`src/rtl/ckblit_pkg.sv`:
```
// Shared types and constants of the color-keyed sprite blitter.
`default_nettype none

package ckblit_pkg;

  // Largest sprite or screen dimension; larger register values saturate to it.
  localparam logic [10:0] MAX_DIM = 11'd1024;

  // Pure green in RGB565 marks transparent sprite pixels.
  localparam logic [15:0] KEY_COLOR = 16'd2016;

  // Widths of the fields.
  localparam int unsigned PIX_W  = 16;
  localparam int unsigned ADDR_W = 20;
  localparam int unsigned DIM_W  = 11;
  localparam int unsigned POS_W  = 12;
  localparam int unsigned CFG_W  = 12;
  localparam int unsigned IDX_W  = 3;
  // Screen positions reach from -3072 to 3070.
  localparam int unsigned SPOS_W = 13;

  // Configuration register indexes.
  typedef enum logic [IDX_W-1:0] {
    REG_SPRITE_X      = 3'd0,
    REG_SPRITE_Y      = 3'd1,
    REG_SPRITE_WIDTH  = 3'd2,
    REG_SPRITE_HEIGHT = 3'd3,
    REG_ALIGN_MODE    = 3'd4,
    REG_SCREEN_HRES   = 3'd5,
    REG_SCREEN_VRES   = 3'd6,
    REG_TARGET_SELECT = 3'd7
  } cfg_idx_e;

  // Horizontal alignment codes; the unused code behaves as left.
  typedef enum logic [1:0] {
    ALIGN_LEFT = 2'd0,
    ALIGN_MID  = 2'd1,
    ALIGN_END  = 2'd2
  } align_e;

  // Register file contents, dimensions already saturated.
  typedef struct packed {
    logic signed [POS_W-1:0] sprite_x;
    logic signed [POS_W-1:0] sprite_y;
    logic [DIM_W-1:0]        sprite_width;
    logic [DIM_W-1:0]        sprite_height;
    logic [1:0]              align_mode;
    logic [DIM_W-1:0]        screen_hres;
    logic [DIM_W-1:0]        screen_vres;
    logic                    target_select;
  } cfg_t;

  // One pixel with its screen position, held in the input stage.
  typedef struct packed {
    logic [PIX_W-1:0]         pixel;
    logic signed [SPOS_W-1:0] col;
    logic signed [SPOS_W-1:0] row;
  } stage_t;

  // Payload of one framebuffer write.
  typedef struct packed {
    logic [ADDR_W-1:0] write_addr;
    logic [PIX_W-1:0]  write_data;
    logic              write_target;
  } wr_t;

  // Clamp a dimension register value to MAX_DIM.
  function automatic logic [DIM_W-1:0] sat_dim(input logic [DIM_W-1:0] v);
    sat_dim = (v > MAX_DIM) ? MAX_DIM : v;
  endfunction

endpackage

`default_nettype wire

```
`src/rtl/ckblit_pix_if.sv`:
```
// Stream interface that carries source pixels.
`default_nettype none

interface ckblit_pix_if;
  import ckblit_pkg::*;

  logic             valid;
  logic             ready;
  logic [PIX_W-1:0] pixel;

  modport source (output valid, output pixel, input ready);
  modport sink (input valid, input pixel, output ready);
endinterface

`default_nettype wire

```
`src/rtl/ckblit_wr_if.sv`:
```
// Stream interface that carries framebuffer writes.
`default_nettype none

interface ckblit_wr_if;
  import ckblit_pkg::*;

  logic              valid;
  logic              ready;
  logic [ADDR_W-1:0] write_addr;
  logic [PIX_W-1:0]  write_data;
  logic              write_target;

  modport source (output valid, output write_addr, output write_data,
                  output write_target, input ready);
  modport sink (input valid, input write_addr, input write_data,
                input write_target, output ready);
endinterface

`default_nettype wire

```
`src/rtl/ckblit_regs.sv`:
```
// Configuration registers of the blitter with dimension saturation.
`default_nettype none

module ckblit_regs (
  input  wire logic                        clk_i,
  input  wire logic                        rst_ni,
  input  wire logic                        cfg_we_i,
  input  wire logic [ckblit_pkg::IDX_W-1:0] cfg_idx_i,
  input  wire logic [ckblit_pkg::CFG_W-1:0] cfg_data_i,
  output ckblit_pkg::cfg_t                 cfg_o
);
  import ckblit_pkg::*;

  cfg_t cfg_q, cfg_d;

  // Decode one register write; dimensions are clamped as they are stored.
  always_comb begin
    cfg_d = cfg_q;
    if (cfg_we_i) begin
      unique case (cfg_idx_e'(cfg_idx_i))
        REG_SPRITE_X:      cfg_d.sprite_x      = cfg_data_i[POS_W-1:0];
        REG_SPRITE_Y:      cfg_d.sprite_y      = cfg_data_i[POS_W-1:0];
        REG_SPRITE_WIDTH:  cfg_d.sprite_width  = sat_dim(cfg_data_i[DIM_W-1:0]);
        REG_SPRITE_HEIGHT: cfg_d.sprite_height = sat_dim(cfg_data_i[DIM_W-1:0]);
        REG_ALIGN_MODE:    cfg_d.align_mode    = cfg_data_i[1:0];
        REG_SCREEN_HRES:   cfg_d.screen_hres   = sat_dim(cfg_data_i[DIM_W-1:0]);
        REG_SCREEN_VRES:   cfg_d.screen_vres   = sat_dim(cfg_data_i[DIM_W-1:0]);
        REG_TARGET_SELECT: cfg_d.target_select = cfg_data_i[0];
        default:           cfg_d = cfg_q;
      endcase
    end
  end

  always_ff @(posedge clk_i or negedge rst_ni) begin
    if (!rst_ni) begin
      cfg_q.sprite_x      <= '0;
      cfg_q.sprite_y      <= '0;
      cfg_q.sprite_width  <= 11'd1;
      cfg_q.sprite_height <= 11'd1;
      cfg_q.align_mode    <= ALIGN_LEFT;
      cfg_q.screen_hres   <= 11'd1024;
      cfg_q.screen_vres   <= 11'd768;
      cfg_q.target_select <= 1'b0;
    end else begin
      cfg_q <= cfg_d;
    end
  end

  assign cfg_o = cfg_q;

endmodule

`default_nettype wire

```
`src/rtl/ckblit_pos.sv`:
```
// Source counters and input stage that places each pixel on the screen.
`default_nettype none

module ckblit_pos (
  input  wire logic           clk_i,
  input  wire logic           rst_ni,
  input  wire ckblit_pkg::cfg_t cfg_i,
  ckblit_pix_if.sink          pix_i,
  input  wire logic           out_free_i,
  output logic                s1_valid_o,
  output ckblit_pkg::stage_t  s1_o
);
  import ckblit_pkg::*;

  logic [DIM_W-1:0]         col_cnt_q, col_cnt_d;
  logic [DIM_W-1:0]         row_cnt_q, row_cnt_d;
  logic [DIM_W-1:0]         col_inc, row_inc;
  logic                     s1_valid_q, s1_valid_d;
  stage_t                   s1_q;
  logic                     accept;
  logic signed [SPOS_W-1:0] x_shift, x0, col_pos, row_pos;

  // The stage takes a pixel when it is empty or its content moves on.
  assign pix_i.ready = !s1_valid_q || out_free_i;
  assign accept      = pix_i.valid && pix_i.ready;

  // Alignment offset of the sprite's left edge.
  always_comb begin
    unique case (cfg_i.align_mode)
      ALIGN_MID: x_shift = SPOS_W'({1'b0, cfg_i.sprite_width[DIM_W-1:1]});
      ALIGN_END: x_shift = SPOS_W'(cfg_i.sprite_width);
      default:   x_shift = '0;
    endcase
  end

  // Screen position of the current source pixel; rows are stored bottom-up.
  always_comb begin
    x0      = SPOS_W'(cfg_i.sprite_x) - x_shift;
    col_pos = x0 + SPOS_W'(col_cnt_q);
    row_pos = SPOS_W'(cfg_i.sprite_y) + SPOS_W'(cfg_i.sprite_height)
              - SPOS_W'(1) - SPOS_W'(row_cnt_q);
  end

  // Column and row counters wrap at the sprite size; a zero size acts as one.
  always_comb begin
    col_inc   = col_cnt_q + 11'd1;
    row_inc   = row_cnt_q + 11'd1;
    col_cnt_d = col_cnt_q;
    row_cnt_d = row_cnt_q;
    if (accept) begin
      if (col_inc >= cfg_i.sprite_width) begin
        col_cnt_d = '0;
        row_cnt_d = (row_inc >= cfg_i.sprite_height) ? '0 : row_inc;
      end else begin
        col_cnt_d = col_inc;
      end
    end
  end

  assign s1_valid_d = pix_i.ready ? accept : s1_valid_q;

  always_ff @(posedge clk_i or negedge rst_ni) begin
    if (!rst_ni) begin
      col_cnt_q  <= '0;
      row_cnt_q  <= '0;
      s1_valid_q <= 1'b0;
    end else begin
      col_cnt_q  <= col_cnt_d;
      row_cnt_q  <= row_cnt_d;
      s1_valid_q <= s1_valid_d;
    end
  end

  // Input register payload.
  always_ff @(posedge clk_i) begin
    if (accept) begin
      s1_q.pixel <= pix_i.pixel;
      s1_q.col   <= col_pos;
      s1_q.row   <= row_pos;
    end
  end

  assign s1_valid_o = s1_valid_q;
  assign s1_o       = s1_q;

  // Counters stay below the largest sprite size.
  a_cnt_range: assert property (@(posedge clk_i) disable iff (!rst_ni)
    (col_cnt_q < MAX_DIM) && (row_cnt_q < MAX_DIM))
    else $error("source counter out of range");

  // A held stage keeps its pixel while the output side is blocked.
  a_stage_hold: assert property (@(posedge clk_i) disable iff (!rst_ni)
    s1_valid_q && !out_free_i |=> s1_valid_q && $stable(s1_q))
    else $error("input stage lost a pixel under stall");

endmodule

`default_nettype wire

```
`src/rtl/ckblit_emit.sv`:
```
// Clip and key test, address multiply and the result register.
`default_nettype none

module ckblit_emit (
  input  wire logic          clk_i,
  input  wire logic          rst_ni,
  input  wire ckblit_pkg::cfg_t   cfg_i,
  input  wire logic          s1_valid_i,
  input  wire ckblit_pkg::stage_t s1_i,
  output logic               out_free_o,
  ckblit_wr_if.source        wr_o
);
  import ckblit_pkg::*;

  logic              out_valid_q, out_valid_d;
  wr_t               out_q;
  logic              on_screen, hit;
  logic [20:0]       row_prod;
  logic [ADDR_W-1:0] addr;

  // Position must fall inside the screen and the pixel must not be keyed out.
  always_comb begin
    on_screen = !s1_i.col[SPOS_W-1] && !s1_i.row[SPOS_W-1]
                && (s1_i.col[SPOS_W-2:0] < (SPOS_W-1)'(cfg_i.screen_hres))
                && (s1_i.row[SPOS_W-2:0] < (SPOS_W-1)'(cfg_i.screen_vres));
    hit = on_screen && (s1_i.pixel != KEY_COLOR);
  end

  // On screen both coordinates are below 1024, so ten bits of each suffice.
  always_comb begin
    row_prod = 21'(s1_i.row[9:0]) * 21'(cfg_i.screen_hres);
    addr     = row_prod[ADDR_W-1:0] + ADDR_W'(s1_i.col[9:0]);
  end

  // Result register refills when empty or when its write is transferred.
  assign out_free_o  = !out_valid_q || wr_o.ready;
  assign out_valid_d = out_free_o ? (s1_valid_i && hit) : out_valid_q;

  always_ff @(posedge clk_i or negedge rst_ni) begin
    if (!rst_ni) begin
      out_valid_q <= 1'b0;
    end else begin
      out_valid_q <= out_valid_d;
    end
  end

  always_ff @(posedge clk_i) begin
    if (out_free_o && s1_valid_i && hit) begin
      out_q.write_addr   <= addr;
      out_q.write_data   <= s1_i.pixel;
      out_q.write_target <= cfg_i.target_select;
    end
  end

  assign wr_o.valid        = out_valid_q;
  assign wr_o.write_addr   = out_q.write_addr;
  assign wr_o.write_data   = out_q.write_data;
  assign wr_o.write_target = out_q.write_target;

  // A keyed pixel never reaches the framebuffer.
  a_no_key: assert property (@(posedge clk_i) disable iff (!rst_ni)
    out_valid_q |-> out_q.write_data != KEY_COLOR)
    else $error("key color written");

  // Every write lands inside the screen.
  a_addr_range: assert property (@(posedge clk_i) disable iff (!rst_ni)
    out_valid_q |-> 22'(out_q.write_addr) < 22'(cfg_i.screen_hres) * 22'(cfg_i.screen_vres))
    else $error("write outside the screen");

  // A pixel that passes the tests with room downstream becomes a write.
  a_emit: assert property (@(posedge clk_i) disable iff (!rst_ni)
    s1_valid_i && hit && out_free_o |=> out_valid_q)
    else $error("visible pixel dropped");

endmodule

`default_nettype wire

```
`src/rtl/color_key_sprite_blitter.sv`:
```
// Top level of the color-keyed RGB565 sprite blitter.
//
// Usage: source pixels of a bottom-up bitmap enter on pix_i in stored order,
// bottom row first, left to right. For each pixel the block computes its
// screen column (aligned sprite_x plus source column) and screen row
// (sprite_y plus height minus one minus source row). A write leaves on wr_o
// only when that position is on screen and the pixel is not pure green
// (2016); otherwise the pixel is consumed with no transfer.
// Configuration is written through cfg_we_i / cfg_idx_i / cfg_data_i while
// no pixel is in flight; dimensions above 1024 are clamped to 1024.
// Each write passes through the input stage and then the result register before
// it is offered on wr_o. Throughput: one pixel per cycle while the receiver takes
// writes; the input stage and the result register each hold one item, and the
// 10 x 11 bit address multiply sits between them.
// Reset clears the source counters and both stages and loads the register
// defaults (1x1 sprite at 0,0, left aligned, 1024 x 768 screen, target select 0).
// When the receiver stalls, the result register holds its write, the input
// stage keeps one more pixel, and pix_i.ready drops only after both are full.
// The counters return to zero after the last pixel of a frame.
`default_nettype none

module color_key_sprite_blitter (
  input  wire logic                        clk_i,
  input  wire logic                        rst_ni,
  input  wire logic                        cfg_we_i,
  input  wire logic [ckblit_pkg::IDX_W-1:0] cfg_idx_i,
  input  wire logic [ckblit_pkg::CFG_W-1:0] cfg_data_i,
  ckblit_pix_if.sink                       pix_i,
  ckblit_wr_if.source                      wr_o
);
  import ckblit_pkg::*;

  cfg_t   cfg;
  stage_t s1;
  logic   s1_valid;
  logic   out_free;

  ckblit_regs u_regs (
    .clk_i      (clk_i),
    .rst_ni     (rst_ni),
    .cfg_we_i   (cfg_we_i),
    .cfg_idx_i  (cfg_idx_i),
    .cfg_data_i (cfg_data_i),
    .cfg_o      (cfg)
  );

  ckblit_pos u_pos (
    .clk_i      (clk_i),
    .rst_ni     (rst_ni),
    .cfg_i      (cfg),
    .pix_i      (pix_i),
    .out_free_i (out_free),
    .s1_valid_o (s1_valid),
    .s1_o       (s1)
  );

  ckblit_emit u_emit (
    .clk_i      (clk_i),
    .rst_ni     (rst_ni),
    .cfg_i      (cfg),
    .s1_valid_i (s1_valid),
    .s1_i       (s1),
    .out_free_o (out_free),
    .wr_o       (wr_o)
  );

endmodule

`default_nettype wire

```
`src/flat_wrapper.sv`:
```
// flat-port wrapper written by rule: the top's interface ports become plain ports
module color_key_sprite_blitter_flat import ckblit_pkg::*;
  (clk_i, rst_ni, cfg_we_i, cfg_idx_i, cfg_data_i, pix_i_valid, pix_i_pixel, pix_i_ready, wr_o_valid, wr_o_write_addr, wr_o_write_data, wr_o_write_target, wr_o_ready);
  ckblit_pix_if pix_i_i ();
  ckblit_wr_if wr_o_i ();
  input  wire logic clk_i;
  input  wire logic rst_ni;
  input  wire logic cfg_we_i;
  input  wire logic [ckblit_pkg::IDX_W-1:0] cfg_idx_i;
  input  wire logic [ckblit_pkg::CFG_W-1:0] cfg_data_i;
  input wire logic [$bits(pix_i_i.valid)-1:0] pix_i_valid;
  input wire logic [$bits(pix_i_i.pixel)-1:0] pix_i_pixel;
  output wire logic [$bits(pix_i_i.ready)-1:0] pix_i_ready;
  output wire logic [$bits(wr_o_i.valid)-1:0] wr_o_valid;
  output wire logic [$bits(wr_o_i.write_addr)-1:0] wr_o_write_addr;
  output wire logic [$bits(wr_o_i.write_data)-1:0] wr_o_write_data;
  output wire logic [$bits(wr_o_i.write_target)-1:0] wr_o_write_target;
  input wire logic [$bits(wr_o_i.ready)-1:0] wr_o_ready;
  assign pix_i_i.valid = pix_i_valid;
  assign pix_i_i.pixel = pix_i_pixel;
  assign pix_i_ready = pix_i_i.ready;
  assign wr_o_valid = wr_o_i.valid;
  assign wr_o_write_addr = wr_o_i.write_addr;
  assign wr_o_write_data = wr_o_i.write_data;
  assign wr_o_write_target = wr_o_i.write_target;
  assign wr_o_i.ready = wr_o_ready;
  color_key_sprite_blitter u_core (.clk_i(clk_i), .rst_ni(rst_ni), .cfg_we_i(cfg_we_i), .cfg_idx_i(cfg_idx_i), .cfg_data_i(cfg_data_i), .pix_i(pix_i_i), .wr_o(wr_o_i));
endmodule
```
`config.mk`:
```
export PLATFORM = sky130hd
export DESIGN_NAME = color_key_sprite_blitter_flat
export DESIGN_NICKNAME = d
export VERILOG_FILES = /design/src/rtl/ckblit_pkg.sv /design/src/rtl/ckblit_pix_if.sv /design/src/rtl/ckblit_wr_if.sv /design/src/rtl/ckblit_regs.sv /design/src/rtl/ckblit_pos.sv /design/src/rtl/ckblit_emit.sv /design/src/rtl/color_key_sprite_blitter.sv /design/src/flat_wrapper.sv
export SDC_FILE = /design/constraint.sdc
export NUM_CORES = 1
export LEC_CHECK = 0
export ABC_CLOCK_PERIOD_IN_PS = 7870
export BUFFER_PORTS_ARGS = -buffer_cell sky130_fd_sc_hd__buf_2
export CORE_ASPECT_RATIO = 1.4
export CORE_MARGIN = 10
export CORE_UTILIZATION = 50
export CTS_CLUSTER_DIAMETER = 40
export CTS_CLUSTER_SIZE = 12
export DETAILED_ROUTE_END_ITERATION = 8
export GPL_TIMING_DRIVEN = 0
export PLACE_DENSITY = 0.68
export SYNTH_ARGS = -nofsm -noshare
export SYNTH_HDL_FRONTEND = slang
export SYNTH_SLANG_ARGS = --single-unit
```
`constraint.sdc`:
```
create_clock -name clk_i -period 7.87 [get_ports clk_i]
set_input_delay 1.1805 -clock clk_i [delete_from_list [all_inputs] [get_ports clk_i]]
set_output_delay 1.1805 -clock clk_i [all_outputs]
set_load 0.05 [all_outputs]
```
# After elaboration in Yosys (flattened, before gate mapping)
# Cells that the tools add are included.
[word_totals] regBits=174 input_bits=36 output_inout_bits=39 wordCells=70
[classes] addsub=8 n_mul=1 order_cmp=5 eq_ne=10 mux=4 n_reduce_logical=24
[op_table] cell="$mux 11" count=3
[op_table] cell="$lt 12x11->1" count=2
[op_table] cell="$add 11x1->11 const B" count=2
[op_table] cell="$ge 11x11->1" count=2
[op_table] cell="$pmux 11 s2" count=1
[op_table] cell="$add 20x10->20" count=1
[op_table] cell="$mul 10x11->20" count=1
[op_table] cell="$reduce_and 2->1" count=9
[op_table] cell="$ne 16x11->1 const B" count=1
[op_table] cell="$add 12x12->13" count=1
[op_table] cell="$add 13x11->13" count=1
[op_table] cell="$sub 12x12->13" count=1
[op_table] cell="$sub 13x1->13 const B" count=1
[op_table] cell="$sub 13x11->13" count=1
[op_table] cell="$eq 3x3->1 const B" count=4
[op_table] cell="$gt 11x11->1 const B" count=1
[op_table] cell="$logic_and 1x1->1" count=8
[op_table] cell="$eq 3x2->1 const B" count=2
[op_table] cell="$logic_not 1->1" count=4
[op_table] cell="$eq 3x1->1 const B" count=1
[op_table] cell="$logic_not 3->1" count=1
[op_table] cell="$eq 2x1->1 const B" count=1
[op_table] cell="$eq 2x2->1 const B" count=1
[op_table] cell="$logic_or 1x1->1" count=2

# Logic depth before layout (Yosys ltp)
[depth] ltp_word=6 mapped_depth=19 ltp_nobuf=18

# By module
# A second synthesis with hierarchy kept.
[hier_totals] cells_unflattened=1260 area_unflattened_um2=13639.3
[modules_own_cells] mod="ckblit_emit" instances=1 cells_per_inst=593 area_per_inst_um2=5713.0
[modules_own_cells] mod="ckblit_pos" instances=1 cells_per_inst=500 area_per_inst_um2=4916.0
[modules_own_cells] mod="ckblit_regs" instances=1 cells_per_inst=167 area_per_inst_um2=3010.4

# Worst setup path before layout
# OpenSTA, ideal clock, no wires.
[synth_path] path_type="reg-to-reg" startpoint="reg u_core.u_pos.s1_q, in the netlist u_core.u_pos.s1_o[9]" endpoint="reg u_core.u_emit.wr_o.write_addr[18] (netlist name)" setup_ns=0.262 arrival_time_ns=4.790 required_ns=7.608 path_slack_ns=2.818 stages_incl_launch_ff=17 synth_period_minus_slack_ns=5.052 cell_sequence="edfxtp_1 clkbuf_1 and2_1 fa_1 fa_1 fa_1 fa_1 inv_1 fa_1 inv_1 ha_1 a21o_1 a21oi_1 nor3b_1 a2111oi_0 a211oi_1 xnor2_1"
[synth_via] elab_chain_len=2
[synth_rtl] element="start: declaration" line_no="ckblit_pos.sv:19" source="stage_t s1_q;"
[synth_rtl] element="$mul 10x11->20" line_no="ckblit_emit.sv:31" source="row_prod = 21'(s1_i.row[9:0]) * 21'(cfg_i.screen_hres);"
[synth_rtl] element="$add 20x10->20" line_no="ckblit_emit.sv:32" source="addr = row_prod[ADDR_W-1:0] + ADDR_W'(s1_i.col[9:0]);"
[synth_rtl] element="via u_core.u_emit.addr[18]" line_no="ckblit_emit.sv:19" source="logic [ADDR_W-1:0] addr;"
# The timed path passes the listed nets, and every way through them passes these cells.
# A chain may end at the register's enable or synchronous reset.

# Worst setup path in the final report
[layout_path] startpoint="reg u_core.u_pos.s1_q, in the netlist u_core.u_pos.s1_o[2]" endpoint="reg u_core.u_emit.wr_o.write_addr[18] (netlist name)"
[layout_via] elab_chain_len=2
[layout_rtl] element="$mul 10x11->20" line_no="ckblit_emit.sv:31"
[layout_rtl] element="$add 20x10->20" line_no="ckblit_emit.sv:32"
[layout_rtl] element="via u_core.u_emit.addr[18]" line_no="ckblit_emit.sv:19"
# The timed path passes the listed nets, and every way through them passes these cells.

==> results.py <==
metrics = {
    "worst_setup_path": {
        "slowest_delay_ns": 0.64,
        "cp-end-kind": "register",
        "crit_type": "register to register",
        "path_delay_family": "adder cells",
        "cp_common_cell": "fa_1",
        "crit_slowest_cell": "a2111oi_0",
        "path_cells": "clkbuf_1, nand2_1, fa_1, inv_1, fa_1, fa_1, fa_1, inv_1, fa_1, inv_1, ha_1, nand3_1, nor2_1, a21oi_1, a2111oi_0, a211oi_1, xnor2_1",
        "critical_path.max_fanout": 10,
        "cp_data_required_time_ns": 8.07,
        "worstSetupStartpointType": "register",
        "arrival_ns": 6.13,
        "critPathBufInv": 4,
    },
    "power_and_ir_drop": {
        "cellPowerDensity_nw_per_um2": 435,
        "ir_worst_vdd_mv": 0.239,
        "leakage_nw": 6.88,
        "p_switching_w": 0.00283,
        "p_clk_frac": 0.139,
        "swShare": 0.447,
        "combPwrFrac": 0.627,
        "power.internal_w": 0.00350,
        "p_seq_frac": 0.234,
    },
    "placed_design": {
        "portBuffers": 74,
        "globalplace.congestion": 0.865,
        "hpwlAfterDp_um": 23700,
    },
    "global_routing": {
        "track_usage": 0.186,
        "grt_pass1_wl_um": 48400,
        "grt_max_degree": 54,
        "grt_antenna_before_repair": 0,
        "grt_overflow": 0,
        "grt_pass1_vias": 9691,
    },
    "clock_tree": {
        "cts-root-buf": "clkbuf_16",
        "post_cts_resized": 0,
        "clock_latency_ns": 0.45,
        "postCtsSetupRepairBufs": 0,
        "clk_pin_slew_ns": 0.07,
        "cts_hold_buf": 0,
        "ctsHtreeMaxLevel": 4,
        "cts_tree": "done",
        "clock_path_buffers": 2,
        "clock-sinks": 174,
        "cts_buffers": 17,
    },
    "route": {
        "drtIter0Drc": 461,
        "drtPass1Iterations": 5,
        "drc": 0,
        "vias": 9297,
        "vias_per_cell": 5.31,
        "routed_wl_um": 29700,
        "ant_nets": 0,
        "wl_per_cell_um": 16.9,
    },
    "synthesis": {
        "synthMuxAreaShare": 0.00602,
        "syn_inst": 1318,
        "synthesis.nets": 1584,
        "yosysWarnings": 0,
        "synth_top_family_by_area": "adder cells",
        "synth_edf_count": 79,
        "synth-compound-area-share": 0.108,
        "yosysSeqAreaShare": 0.363,
        "synth-adder-area-share": 0.278,
        "syn_area_um2": 13100,
        "avgSynthCellArea_um2": 9.93,
        "synth_xor_area_frac": 0.0334,
        "ys.flop_type": "dfrtp_1",
        "synth_seq_cells": 174,
        "synth-simple-area-share": 0.130,
        "synth_cell_type_count": 62,
        "async_flop_share": 0.546,
    },
    "timing": {
        "fin_setup_tns_ns": 0,
        "tightest_slew_ns": 0.936,
        "finalCritPeriodShare": 0.753,
        "finalCriticalPeriod_ns": 5.93,
        "skew_ns": 0.0120,
        "setup_viol": 0,
        "fmax_ghz": 0.169,
        "grt_setup_unrepaired": "false",
        "final_hold_viol_count": 0,
        "slew_viol_final": 0,
        "max_slew_margin": 0.373,
    },
    "cells_and_area": {
        "layout-drive-gt1-share": 0.0932,
        "fillers": 2281,
        "syn_to_final_growth_pct": 11.2,
        "final_nets": 1680,
        "diodes": 0,
        "finish.utilization": 0.560,
    },
    "die": {
        "die_area_um2": 33200,
        "die_w_um": 157,
        "die_height_um": 211,
        "num_rows": 70,
        "core_area_um2": 26000,
        "initial_core_util": 0.503,
        "ios": 75,
    },
    "hold_path": {
        "hold_class": "register to register",
    },
    "flow_run": {
        "timing.max_cap.violations": 0,
    },
    "run_status": {
        "status": "complete, no violations",
    },
}
path summary, 6_finish.rpt:
kind                                  startpoint                                 to  slack (ns)  cells past startpoint
max in group asynchronous                 rst_ni            u_core.u_regs.cfg_o[36]        6.39                      2
hold / removal             u_core.u_pos.s1_o[29]   u_core.u_emit.wr_o.write_data[3]        0.45                      0
setup reg to reg            u_core.u_pos.s1_o[2]  u_core.u_emit.wr_o.write_addr[18]        1.94                     17
setup / recovery            u_core.u_pos.s1_o[2]  u_core.u_emit.wr_o.write_addr[18]        1.94                     17
min in group asynchronous                 rst_ni          u_core.u_pos.row_cnt_q[5]        0.73                      1
hold reg to reg            u_core.u_pos.s1_o[29]   u_core.u_emit.wr_o.write_data[3]        0.45                      0
sequential cells by signal (all words and copies together), names as in the netlist:
register	count
u_core.u_emit.wr_o.write_target	1
u_core.u_emit.wr_o.write_addr	20
u_core.u_pos.row_cnt_q	11
u_core.u_pos.col_cnt_q	11
u_core.u_pos.s1_o	42
u_core.u_regs.cfg_o	71
u_core.u_pos.s1_valid_o	1
u_core.u_emit.wr_o.write_data	16
u_core.u_emit.wr_o.valid	1
cell families (layout without fill, tap and decap cells):
| logic type | count (synthesis) | count (layout) |
|---|---|---|
| fa+ha+maj | 230 | 230 |
| buf+inv | 282 | 391 |
| compound gates | 224 | 224 |
| xor+xnor | 50 | 50 |
| simple gates | 351 | 351 |
| mux | 7 | 7 |
| flops | 174 | 174 |
metal layers:
| metal | share of wire | GRT usage |
|---|---|---|
| met2 | 0.53 | 0.341 |
| met1 | 0.40 | 0.204 |
| met5 | 0 | 0 |
| met4 | 0.036 | 0.0868 |
| met3 | 0.035 | 0.0317 |
worst register-to-register path: stages (launching register included):
cell and delay (ns):
edfxtp_1 0.50, clkbuf_1 0.49, nand2_1 0.16, fa_1 0.53
inv_1 0.05, fa_1 0.51, fa_1 0.45, fa_1 0.54
inv_1 0.05, fa_1 0.52, inv_1 0.04, ha_1 0.37
nand3_1 0.22, nor2_1 0.16, a21oi_1 0.13, a2111oi_0 0.64
a211oi_1 0.14, xnor2_1 0.17
Yosys cell counts, drive strengths merged, types with 7 or more instances:
cell    number  share of area
o21ai       92          0.035
o21a         7         0.0040
inv        238          0.068
xnor2       37          0.025
dfrtp       90           0.17
fa         102           0.16
nor2        43          0.012
a211o        7         0.0047
xor2        13         0.0087
clkbuf      42          0.012
edfxtp      79           0.18
ha         128           0.12
a21oi       38          0.015
nor2b       12         0.0057
o31ai       10         0.0057
nand2b      17         0.0081
a22oi       10         0.0057
and2        53          0.025
nand2      154          0.044
a21o        12         0.0069
nor3        18         0.0081
nand3       20         0.0076
mux2         7         0.0060
per-stage QoR:
stage	instances	setup WS [ns]	power [W]	hold WS (ns)	area, um2
after detailed placement	1719	2.05	0.00548	0.435	13900
after global routing	1751	1.83	0.00703	0.459	14600
after floorplan	1318	2.82	0.00462	0.418	13100
after CTS	1751	2.03	0.00640	0.451	14600
final	1751	1.94	0.00633	0.449	14600
after global placement	1716	2.10	0.00535	0.426	13900
placed cells by master (no fill, tap or decap), types with 38 or more instances in the layout:
cell,Yosys,routed
clkbuf_1,42,41
o21ai_0,90,90
nand2_1,154,154
fa_1,102,102
buf_2,1,74
edfxtp_1,79,79
inv_1,238,238
a21oi_1,38,38
and2_1,53,53
dfrtp_1,90,90
ha_1,128,128
nor2_1,43,42
area by class of cell:
type	count	area, um2	area share
clock buffer	17	425	0.0292
tap	324	405	0.0278
sequential	174	4760	0.327
inverter	238	893	0.0614
clock inverter	15	183	0.0125
timing repair buffer	77	440	0.0303
buffer	44	168	0.0115
multi-input combinational	862	7290	0.501
power by group through the flow:
stage               registers (W)  clock network, W  logic [W]
floorplan                 0.00146                 0    0.00316
global placement          0.00149                 0    0.00386
detailed placement        0.00150                 0    0.00398
CTS                       0.00148          0.000898    0.00402
global route              0.00150          0.000935    0.00459
finish                    0.00148          0.000880    0.00397
Note: power is estimated with default switching activity, not from simulation.
